File: config.mk
export PLATFORM = sky130hd
export DESIGN_NAME = voxel_span_bounding_box_flat
export DESIGN_NICKNAME = d
export VERILOG_FILES = /design/src/vsbb_pkg.sv /design/src/vsbb_in_if.sv /design/src/vsbb_out_if.sv /design/src/voxel_span_bounding_box.sv /design/src/flat_wrapper.sv
export VERILOG_INCLUDE_DIRS = /design/src /design/src/src
export SDC_FILE = /design/constraint.sdc
export NUM_CORES = 2
export LEC_CHECK = 0
export ABC_CLOCK_PERIOD_IN_PS = 11600
export BUFFER_PORTS_ARGS = -buffer_cell sky130_fd_sc_hd__buf_2
export CORE_MARGIN = 3
export CORE_UTILIZATION = 50
export DETAILED_ROUTE_END_ITERATION = 7
export GPL_ROUTABILITY_DRIVEN = 0
export PLACE_DENSITY_LB_ADDON = 0.12
export SLEW_MARGIN = 15
export SYNTH_ARGS = -nofsm -noshare
export SYNTH_HDL_FRONTEND = slang
export SYNTH_SLANG_ARGS = --single-unit
export TNS_END_PERCENT = 50
File: constraint.sdc
create_clock -name clk_i -period 11.6 [get_ports clk_i]
set_input_delay 0.58 -clock clk_i [delete_from_list [all_inputs] [get_ports clk_i]]
set_output_delay 0.58 -clock clk_i [all_outputs]
set_load 0.03 [all_outputs]
File: src/voxel_span_bounding_box_defines.svh
// Assertion macros for the voxel span bounding box block.
// Clock clk_i and active-low reset rst_ni are taken from the using scope.
`ifndef VOXEL_SPAN_BOUNDING_BOX_DEFINES_SVH
`define VOXEL_SPAN_BOUNDING_BOX_DEFINES_SVH

`ifndef NO_ASSERTIONS
// Same-cycle implication
`define VSBB_ASSERT_IMP(label, ante, cons) \
  label: assert property (@(posedge clk_i) disable iff (!rst_ni) (ante) |-> (cons)) \
    else $error("vsbb: same-cycle check failed");
// Next-cycle implication
`define VSBB_ASSERT_NXT(label, ante, cons) \
  label: assert property (@(posedge clk_i) disable iff (!rst_ni) (ante) |=> (cons)) \
    else $error("vsbb: next-cycle check failed");
`else
`define VSBB_ASSERT_IMP(label, ante, cons)
`define VSBB_ASSERT_NXT(label, ante, cons)
`endif

`endif

File: src/vsbb_pkg.sv
// Shared types and constants for the voxel span bounding box block.
// No dependencies.
`timescale 1ns / 1ps

package vsbb_pkg;

  localparam int unsigned VoxelSizeDefault  = 256;
  localparam int unsigned VoxelSizeZDefault = 256;

  localparam int unsigned LenW   = 31;  // data_length and byte position
  localparam int unsigned WordW  = 32;
  localparam int unsigned CoordW = 9;   // y and z indices, 0..256
  localparam int unsigned HdrLen = 8;   // row header bytes, also span room needed

  typedef enum logic [2:0] {
    PH_HEADER = 3'd0,
    PH_START  = 3'd1,
    PH_END    = 3'd2,
    PH_COLOUR = 3'd3,
    PH_SKIP   = 3'd4
  } phase_e;

  typedef struct packed {
    logic signed [WordW-1:0]  min_x;
    logic signed [WordW-1:0]  max_x;
    logic        [CoordW-1:0] min_y;
    logic        [CoordW-1:0] max_y;
    logic        [CoordW-1:0] min_z;
    logic        [CoordW-1:0] max_z;
  } result_t;

endpackage

File: src/vsbb_in_if.sv
// Input channel of the voxel span bounding box: one span data byte per item.
// Depends on nothing.
`timescale 1ns / 1ps

interface vsbb_in_if;
  logic       valid;
  logic       ready;
  logic [7:0] data_byte;
  logic       last;

  modport source (output valid, output data_byte, output last, input ready);
  modport sink   (input valid, input data_byte, input last, output ready);
endinterface

File: src/vsbb_out_if.sv
// Result channel of the voxel span bounding box: one bounding box per item.
// Depends on vsbb_pkg for the field widths.
`timescale 1ns / 1ps

interface vsbb_out_if;
  logic                                 valid;
  logic                                 ready;
  logic signed [vsbb_pkg::WordW-1:0]    min_x;
  logic signed [vsbb_pkg::WordW-1:0]    max_x;
  logic        [vsbb_pkg::CoordW-1:0]   min_y;
  logic        [vsbb_pkg::CoordW-1:0]   max_y;
  logic        [vsbb_pkg::CoordW-1:0]   min_z;
  logic        [vsbb_pkg::CoordW-1:0]   max_z;

  modport source (output valid, output min_x, output max_x, output min_y, output max_y,
                  output min_z, output max_z, input ready);
  modport sink   (input valid, input min_x, input max_x, input min_y, input max_y,
                  input min_z, input max_z, output ready);
endinterface

File: src/voxel_span_bounding_box.sv
// Voxel span bounding box: byte-wise span stream parser with min/max tracking.
// Depends on vsbb_pkg, vsbb_in_if, vsbb_out_if and voxel_span_bounding_box_defines.svh.
//
// Usage
//   item_i   : valid/ready stream of span data bytes; last marks the final byte
//              of a pass. An item is taken on a clock edge with valid && ready.
//   result_o : valid/ready stream carrying the bounding box of a pass, one
//              result per item with last set.
//   cfg_we_i / cfg_data_i : writes data_length (bytes in the pass). Write only
//              while no result is outstanding.
// Timing
//   One item per cycle while item_i.ready is high. All parsing for a byte is
//   a single pass of counters, one 33-bit add/compare and the min/max
//   compares, straight into the parse registers; a last item's result is
//   registered into result_o, or into the skid register if result_o is full.
// Stalls
//   Results go through an output register backed by a one-entry skid
//   register, so bytes keep flowing while a result waits. Only with both
//   holding a result does item_i.ready drop, until the sink takes one.
// Reset
//   rst_ni clears parse state, bounds, data_length and both result slots.
//   After each result the parse state and bounds go back to reset values;
//   data_length is kept.
`timescale 1ns / 1ps
`include "voxel_span_bounding_box_defines.svh"

module voxel_span_bounding_box #(
  parameter int unsigned VOXEL_SIZE   = vsbb_pkg::VoxelSizeDefault,
  parameter int unsigned VOXEL_SIZE_Z = vsbb_pkg::VoxelSizeZDefault
) (
  input  logic                      clk_i,
  input  logic                      rst_ni,
  input  logic                      cfg_we_i,
  input  logic [vsbb_pkg::LenW-1:0] cfg_data_i,
  vsbb_in_if.sink                   item_i,
  vsbb_out_if.source                result_o
);

  localparam int unsigned LenW   = vsbb_pkg::LenW;
  localparam int unsigned WordW  = vsbb_pkg::WordW;
  localparam int unsigned CoordW = vsbb_pkg::CoordW;

  localparam logic [WordW-1:0]  LowXRst = WordW'(VOXEL_SIZE);
  localparam logic [CoordW-1:0] LowYRst = CoordW'(VOXEL_SIZE);
  localparam logic [CoordW-1:0] LowZRst = CoordW'(VOXEL_SIZE_Z);
  localparam logic [WordW-1:0]  HdrLenW = WordW'(vsbb_pkg::HdrLen);

  // configuration
  logic [LenW-1:0] dlen_q;

  // parse state
  vsbb_pkg::phase_e   phase_q, phase_d;
  logic [LenW-1:0]    bytes_q, bytes_d;
  logic [WordW-1:0]   wa_q, wa_d;
  logic [3:0]         bif_q, bif_d;
  logic [WordW-1:0]   rbc_q, rbc_d;
  logic [WordW-1:0]   spans_q, spans_d;
  logic [WordW-1:0]   body_q, body_d;
  logic [WordW-1:0]   start_q, start_d;
  logic [CoordW-1:0]  row_q, row_d;
  logic [CoordW-1:0]  layer_q, layer_d;
  logic               stopped_q, stopped_d;

  // bounds
  logic [WordW-1:0]   low_x_q, low_x_d, high_x_q, high_x_d;
  logic [CoordW-1:0]  low_y_q, low_y_d, high_y_q, high_y_d;
  logic [CoordW-1:0]  low_z_q, low_z_d, high_z_q, high_z_d;

  // output register and skid
  logic               out_valid_q, skid_valid_q;
  vsbb_pkg::result_t  out_q, skid_q, res_new;

  logic               accept, push, pop;
  logic               do_dispatch, do_next_row;
  logic [WordW-1:0]   wa_new;
  logic [3:0]         bif_n;
  logic [WordW:0]     reach;       // byte position after the row body
  logic [CoordW-1:0]  row_inc;

  assign accept = item_i.valid && item_i.ready;
  assign push   = accept && item_i.last;
  assign pop    = out_valid_q && result_o.ready;

  assign item_i.ready = !skid_valid_q;

  assign wa_new = wa_q | ({{(WordW-8){1'b0}}, item_i.data_byte} << {bif_q[1:0], 3'b000});
  assign bif_n  = bif_q + 4'd1;
  assign reach  = {1'b0, {(WordW-LenW){1'b0}}, bytes_d} + {1'b0, rbc_q - HdrLenW};

  // ---- per-byte parse step ----
  always_comb begin
    phase_d     = phase_q;
    bytes_d     = bytes_q;
    wa_d        = wa_q;
    bif_d       = bif_q;
    rbc_d       = rbc_q;
    spans_d     = spans_q;
    body_d      = body_q;
    start_d     = start_q;
    row_d       = row_q;
    layer_d     = layer_q;
    stopped_d   = stopped_q;
    low_x_d     = low_x_q;
    high_x_d    = high_x_q;
    low_y_d     = low_y_q;
    high_y_d    = high_y_q;
    low_z_d     = low_z_q;
    high_z_d    = high_z_q;
    do_dispatch = 1'b0;
    do_next_row = 1'b0;
    row_inc     = row_q + CoordW'(1);

    if (!stopped_q) begin
      if (bytes_q >= dlen_q) begin
        stopped_d = 1'b1;
      end else begin
        bytes_d = bytes_q + LenW'(1);
        case (phase_q)
          vsbb_pkg::PH_SKIP, vsbb_pkg::PH_COLOUR: begin
            body_d = body_q - WordW'(1);
            if (phase_q == vsbb_pkg::PH_COLOUR || body_d == '0) begin
              do_dispatch = 1'b1;
            end
          end
          default: begin
            bif_d = bif_n;
            if (bif_n[1:0] != 2'd0) begin
              wa_d = wa_new;
            end else begin
              wa_d = '0;
              case (phase_q)
                vsbb_pkg::PH_HEADER: begin
                  if (bif_n == 4'd4) begin
                    rbc_d = wa_new;
                  end else begin
                    spans_d = wa_new;
                    if (rbc_q == '0 || wa_new == '0) begin
                      do_next_row = 1'b1;
                    end else if (rbc_q < HdrLenW || reach > {1'b0, {(WordW-LenW){1'b0}}, dlen_q}) begin
                      stopped_d = 1'b1;
                    end else begin
                      body_d      = rbc_q - HdrLenW;
                      do_dispatch = 1'b1;
                    end
                  end
                end
                vsbb_pkg::PH_START: begin
                  start_d = wa_new;
                  phase_d = vsbb_pkg::PH_END;
                  bif_d   = 4'd0;
                end
                vsbb_pkg::PH_END: begin
                  // span taken: widen the box
                  if ($signed(start_q) < $signed(low_x_q)) low_x_d = start_q;
                  if ($signed(wa_new) > $signed(high_x_q)) high_x_d = wa_new;
                  if (row_q < low_y_q)   low_y_d  = row_q;
                  if (row_q > high_y_q)  high_y_d = row_q;
                  if (layer_q < low_z_q)  low_z_d  = layer_q;
                  if (layer_q > high_z_q) high_z_d = layer_q;
                  spans_d = spans_q - WordW'(1);
                  body_d  = body_q - HdrLenW;
                  bif_d   = 4'd0;
                  if (body_d != '0) begin
                    phase_d = vsbb_pkg::PH_COLOUR;
                  end else begin
                    do_dispatch = 1'b1;
                  end
                end
                default: begin
                  stopped_d = stopped_q;
                end
              endcase
            end
          end
        endcase
      end
    end

    // choose what follows the row header, a span, its colour byte or the skip bytes
    if (do_dispatch) begin
      bif_d = 4'd0;
      if (spans_d != '0 && body_d >= HdrLenW) begin
        phase_d = vsbb_pkg::PH_START;
      end else if (body_d != '0) begin
        phase_d = vsbb_pkg::PH_SKIP;
      end else begin
        do_next_row = 1'b1;
      end
    end

    // advance y, wrapping into z
    if (do_next_row) begin
      phase_d = vsbb_pkg::PH_HEADER;
      bif_d   = 4'd0;
      if (32'(row_inc) >= VOXEL_SIZE) begin
        row_d   = '0;
        layer_d = layer_q + CoordW'(1);
      end else begin
        row_d = row_inc;
      end
      if (32'(layer_d) >= VOXEL_SIZE_Z) stopped_d = 1'b1;
    end
  end

  // result of this pass, taken from the bounds after the current byte
  always_comb begin
    if ($signed(low_x_d) > $signed(high_x_d)) begin
      res_new = '0;
    end else begin
      res_new.min_x = low_x_d;
      res_new.max_x = high_x_d;
      res_new.min_y = low_y_d;
      res_new.max_y = high_y_d;
      res_new.min_z = low_z_d;
      res_new.max_z = high_z_d;
    end
  end

  always_ff @(posedge clk_i or negedge rst_ni) begin
    if (!rst_ni) begin
      dlen_q <= '0;
    end else if (cfg_we_i) begin
      dlen_q <= cfg_data_i;
    end
  end

  always_ff @(posedge clk_i or negedge rst_ni) begin
    if (!rst_ni) begin
      phase_q   <= vsbb_pkg::PH_HEADER;
      bytes_q   <= '0;
      wa_q      <= '0;
      bif_q     <= '0;
      rbc_q     <= '0;
      spans_q   <= '0;
      body_q    <= '0;
      start_q   <= '0;
      row_q     <= '0;
      layer_q   <= '0;
      stopped_q <= 1'b0;
      low_x_q   <= LowXRst;
      high_x_q  <= '0;
      low_y_q   <= LowYRst;
      high_y_q  <= '0;
      low_z_q   <= LowZRst;
      high_z_q  <= '0;
    end else if (push) begin
      // pass done: back to a clean slate
      phase_q   <= vsbb_pkg::PH_HEADER;
      bytes_q   <= '0;
      wa_q      <= '0;
      bif_q     <= '0;
      rbc_q     <= '0;
      spans_q   <= '0;
      body_q    <= '0;
      start_q   <= '0;
      row_q     <= '0;
      layer_q   <= '0;
      stopped_q <= 1'b0;
      low_x_q   <= LowXRst;
      high_x_q  <= '0;
      low_y_q   <= LowYRst;
      high_y_q  <= '0;
      low_z_q   <= LowZRst;
      high_z_q  <= '0;
    end else if (accept) begin
      phase_q   <= phase_d;
      bytes_q   <= bytes_d;
      wa_q      <= wa_d;
      bif_q     <= bif_d;
      rbc_q     <= rbc_d;
      spans_q   <= spans_d;
      body_q    <= body_d;
      start_q   <= start_d;
      row_q     <= row_d;
      layer_q   <= layer_d;
      stopped_q <= stopped_d;
      low_x_q   <= low_x_d;
      high_x_q  <= high_x_d;
      low_y_q   <= low_y_d;
      high_y_q  <= high_y_d;
      low_z_q   <= low_z_d;
      high_z_q  <= high_z_d;
    end
  end

  // ---- output register + skid ----
  always_ff @(posedge clk_i or negedge rst_ni) begin
    if (!rst_ni) begin
      out_valid_q  <= 1'b0;
      skid_valid_q <= 1'b0;
    end else if (skid_valid_q) begin
      if (pop) skid_valid_q <= 1'b0;
    end else if (push) begin
      if (out_valid_q && !pop) begin
        skid_valid_q <= 1'b1;
      end else begin
        out_valid_q <= 1'b1;
      end
    end else if (pop) begin
      out_valid_q <= 1'b0;
    end
  end

  always_ff @(posedge clk_i) begin
    if (skid_valid_q) begin
      if (pop) out_q <= skid_q;
    end else if (push) begin
      if (out_valid_q && !pop) begin
        skid_q <= res_new;
      end else begin
        out_q <= res_new;
      end
    end
  end

  assign result_o.valid = out_valid_q;
  assign result_o.min_x = out_q.min_x;
  assign result_o.max_x = out_q.max_x;
  assign result_o.min_y = out_q.min_y;
  assign result_o.max_y = out_q.max_y;
  assign result_o.min_z = out_q.min_z;
  assign result_o.max_z = out_q.max_z;

  // ---- checks ----
  `VSBB_ASSERT_IMP(a_skid_behind_out, skid_valid_q, out_valid_q)
  `VSBB_ASSERT_IMP(a_body_phase_has_bytes,
                   phase_q == vsbb_pkg::PH_SKIP || phase_q == vsbb_pkg::PH_COLOUR, body_q != '0)
  `VSBB_ASSERT_NXT(a_stopped_holds_position, stopped_q && !push, $stable(bytes_q) && stopped_q)

endmodule

File: src/flat_wrapper.sv
// flat-port wrapper written by rule: the top's interface ports become plain ports
module voxel_span_bounding_box_flat 
#(
  parameter int unsigned VOXEL_SIZE   = vsbb_pkg::VoxelSizeDefault,
  parameter int unsigned VOXEL_SIZE_Z = vsbb_pkg::VoxelSizeZDefault
)
  (clk_i, rst_ni, cfg_we_i, cfg_data_i, item_i_valid, item_i_data_byte, item_i_last, item_i_ready, result_o_valid, result_o_min_x, result_o_max_x, result_o_min_y, result_o_max_y, result_o_min_z, result_o_max_z, result_o_ready);
  vsbb_in_if item_i_i ();
  vsbb_out_if result_o_i ();
  input  logic clk_i;
  input  logic rst_ni;
  input  logic cfg_we_i;
  input  logic [vsbb_pkg::LenW-1:0] cfg_data_i;
  input wire logic [$bits(item_i_i.valid)-1:0] item_i_valid;
  input wire logic [$bits(item_i_i.data_byte)-1:0] item_i_data_byte;
  input wire logic [$bits(item_i_i.last)-1:0] item_i_last;
  output wire logic [$bits(item_i_i.ready)-1:0] item_i_ready;
  output wire logic [$bits(result_o_i.valid)-1:0] result_o_valid;
  output wire logic [$bits(result_o_i.min_x)-1:0] result_o_min_x;
  output wire logic [$bits(result_o_i.max_x)-1:0] result_o_max_x;
  output wire logic [$bits(result_o_i.min_y)-1:0] result_o_min_y;
  output wire logic [$bits(result_o_i.max_y)-1:0] result_o_max_y;
  output wire logic [$bits(result_o_i.min_z)-1:0] result_o_min_z;
  output wire logic [$bits(result_o_i.max_z)-1:0] result_o_max_z;
  input wire logic [$bits(result_o_i.ready)-1:0] result_o_ready;
  assign item_i_i.valid = item_i_valid;
  assign item_i_i.data_byte = item_i_data_byte;
  assign item_i_i.last = item_i_last;
  assign item_i_ready = item_i_i.ready;
  assign result_o_valid = result_o_i.valid;
  assign result_o_min_x = result_o_i.min_x;
  assign result_o_max_x = result_o_i.max_x;
  assign result_o_min_y = result_o_i.min_y;
  assign result_o_max_y = result_o_i.max_y;
  assign result_o_min_z = result_o_i.min_z;
  assign result_o_max_z = result_o_i.max_z;
  assign result_o_i.ready = result_o_ready;
  voxel_span_bounding_box #(.VOXEL_SIZE(VOXEL_SIZE), .VOXEL_SIZE_Z(VOXEL_SIZE_Z)) u_core (.clk_i(clk_i), .rst_ni(rst_ni), .cfg_we_i(cfg_we_i), .cfg_data_i(cfg_data_i), .item_i(item_i_i), .result_o(result_o_i));
endmodule
==> impl_results.md <==
- Clock Path Buffers: 3
- Setup tns final: 0 ns
- Drt wl/cell: 22.34 µm
- Syn Nets: 4223
- Residual DRC: 0
- Final worst slack: 0.7860 ns
- TritonRoute pass-1 iters: 6
- GRT met2 Usage: 0.4560
- CTS tree: done
- I/O pin cnt: 147
- Tmin final: 10.81 ns
- Buffers on Ports: 146
- Vias in the first global route: 29260
- Power Internal: 5.297 mW
- Critical Path RT: 12.11 ns
- Post-route ant nets: 0
- Clk pwr share: 0.213
- CP peak stage delay: 0.47 ns
- Ys async rst share: 0.6364
- Power density cells: 249.8 nW/µm²
- Library cells used by synthesis: 89
- Main area contributors after synthesis: dfrtp_1, edfxtp_1, ha_1
- Synth warn: 0
- Routed wire length: 110.9 mm
- Synth area leader: dfrtp_1
- Initial antenna violation count: 3
- Syn Std Cell Area: 35580 µm²
- CP max stage cell: dfrtp_1
- Layout fillers: 6410
- Leakage: 16.68 nW
- Clock-pin slew on the worst setup and hold paths: 0.06 ns
- Critical path endpoint category: flip-flop
- CTS hold repair buffers: 0
- Largest net degree at the start of global routing: 123
- FP Rows: 97
- Die H: 272.7 µm
- Clk_skew: 0.02784 ns
- Switching pwr: 4.535 mW
- Seq/Total Area, Yosys: 0.4151
- Latest clock arrival within the worst-skew pair: 0.62 ns
- DRT iter0 DRCs: 3054
- Final hold violations: 0
- Clk Tree Root Cell: clkbuf_16
- Commonest non-fill, non-tap cell in the layout: nand2_1
- EDFF count, synth: 200
- Worst-margin pin slew: 1.201 ns
- Vias per std cell: 6.213
- FF+latch count, synth: 550
- Final setup fails: 0
- Post-Layout Inst Area: 39360 µm²
- Mapped Cells: 3944
- First-pass GRT wire length: 172.9 mm
- Max-cap check violation count: 0
- Placement Cell Area: 37080 µm²
- Share of post-route cells with drive strength above 1: 0.09799
- DIE AREA: 74390 µm²
- Fin nets: 4248
- Seq pwr share: 0.288
- Mapped Avg Cell Area: 9.020 µm²
- Final HPWL DP: 78.33 mm
- F_max: 92.47 MHz
- Hold Path Class: in2async
- Multi-input logic area: 19160 µm²
- Die Wd: 272.7 µm
- Core region area: 70270 µm²
- Syn-to-layout area delta: 10.62%
- Status: finished clean
- Met1 usage: 0.4073
- Register area: 14770 µm²
- Most Crowded Layer GR: met2
- M3 GR Usage: 0.04767
- Pre-CTS WS: 0.1123 ns
- Critical path class: reg2reg
- H-tree depth: 3
- Critical path origin: u_core.bytes_q[27]$_DFFE_PN0N_
- Part of the power in combinational logic: 0.498
- Crit Path Max Fanout: 14
- Vias: 30830
- CTS Buf Count: 66
- WP data arrival: 11.32 ns
- CP Launch Type: flip-flop
- Headroom to the max-slew limit: 0.1891
- Yosys top cell area share: 0.2441
- Initial Util: 0.5063
- Reg2reg start: u_core.bytes_q[27]$_DFFE_PN0N_
- Commonest non-fill, non-tap cells in the layout: nand2_1, dfrtp_1, nor2_1, o21ai_0, ha_1
- Tcrit/Tclk final: 0.9322
- Total GRT Usage: 0.2944
- Grt total ovfl: 0
- Clock sink total: 550
- Peak supply drop: 0.0001757 V
- Final slew viol count: 0
- Main synth FF type: dfrtp_1
- Sw Share: 0.4613
- Most Frequent Cell on Critical Path: buf_4
[cell usage after synthesis, drive strengths merged (94+ instances only)]
| cell | instances |
|---|---|
| o22ai | 94 |
| nand2 | 452 |
| a21oi | 194 |
| o21ai | 328 |
| ha | 233 |
| dfrtp | 347 |
| o31ai | 112 |
| inv | 208 |
| nor2 | 324 |
| mux2i | 111 |
| clkbuf | 227 |
| edfxtp | 200 |
[power by group through the flow]
stage	logic, mW	registers [mW]	clock network [mW]
3_3_place_gp	4.69	2.85	0
4_1_cts	4.73	2.82	2.14
3_5_place_dp	4.71	2.85	0
6_report	4.90	2.84	2.10
2_1_floorplan	3.31	2.80	0
5_1_grt	5.30	2.87	2.22
[critical path, delay by kind of cell, from the launching register on]
kind                     cells  cell delay, ns
AO/OA/AOI/OAI               17            3.68
adder cells (fa/ha/maj)      3            0.93
flip-flops                   1            0.47
buffers and inverters        6            1.12
AND/OR/NAND/NOR             18            4.14
XOR/XNOR                     2            0.33
[cells by family (layout without fill, tap and decap cells)]
kind of cell,after synthesis,count (layout),synth area share
AND/OR/NAND/NOR,1312,1312,0.1764
AO/OA/AOI/OAI,1136,1137,0.2101
flip-flops,550,550,0.4151
buffers and inverters,467,543,0.05036
adder cells (fa/ha/maj),234,234,0.08251
multiplexers,129,129,0.03693
XOR/XNOR,116,116,0.02856
other,0,1,0
[stage by stage]
step	instances	util	total power, mW	hold slack (ns)
floorplan	3944	-	6.110	0.2844
global placement	4836	0.5277	7.533	0.4772
detailed placement	4836	0.5277	7.562	0.4943
CTS	4956	0.5589	9.687	0.05983
global route	4962	0.5600	10.39	0.09643
finish	4962	0.5600	9.832	0.006135
[metal layers]
metal	part of all wire	vias up	wire length (µm)
met3	0.076	333	8430
met1	0.43	14710	47770
met4	0.050	0	5557
met2	0.44	1307	49100
met5	0	-	0
li1	-	14480	-
[repair_timing]
item,4_1_cts,5_1_grt
setup buffers,0,4
endpoints found under the setup margin,0,22
resized for setup,0,10
[final timing paths]
check | endpoint | slack, ns | cells after the start
worst max-delay path | u_core.row_q[3]$_DFFE_PN0P_ | 0.79 | 46
worst min-delay path | u_core.low_y_q[1]$_DFFE_PN0N_ | 0.006 | 1
worst max register to register | u_core.row_q[3]$_DFFE_PN0P_ | 0.79 | 46
worst min register to register | u_core.wa_q[11]$_DFFE_PN0P_ | 0.50 | 1
max in group asynchronous | u_core.rbc_q[30]$_DFFE_PN0P_ | 9.21 | 3
min in group clk_i | u_core.skid_valid_q$_DFF_PN0_ | 0.15 | 2
[final cells by class]
cell class              instances  area share
repair buffers                213     0.03192
diodes                          1  0.00006358
inverters                     210     0.02003
well taps                     940     0.02988
clock buffers                  91     0.04667
flip-flops and latches        550      0.3753
clock inverters                29    0.009156
multi-input cells            2928      0.4869
[state kept, by name, summed over array words and instances, names as in the netlist, 31 cells and up]
register               cells
u_core.rbc_q              32
u_core.spans_q            32
u_core.result_o.max_x     32
u_core.wa_q               32
u_core.dlen_q             31
u_core.high_x_q           32
u_core.low_x_q            32
u_core.result_o.min_x     32
u_core.start_q            32
u_core.body_q             32
u_core.skid_q            100
u_core.bytes_q            31
(Power assumes the default switching activity.)
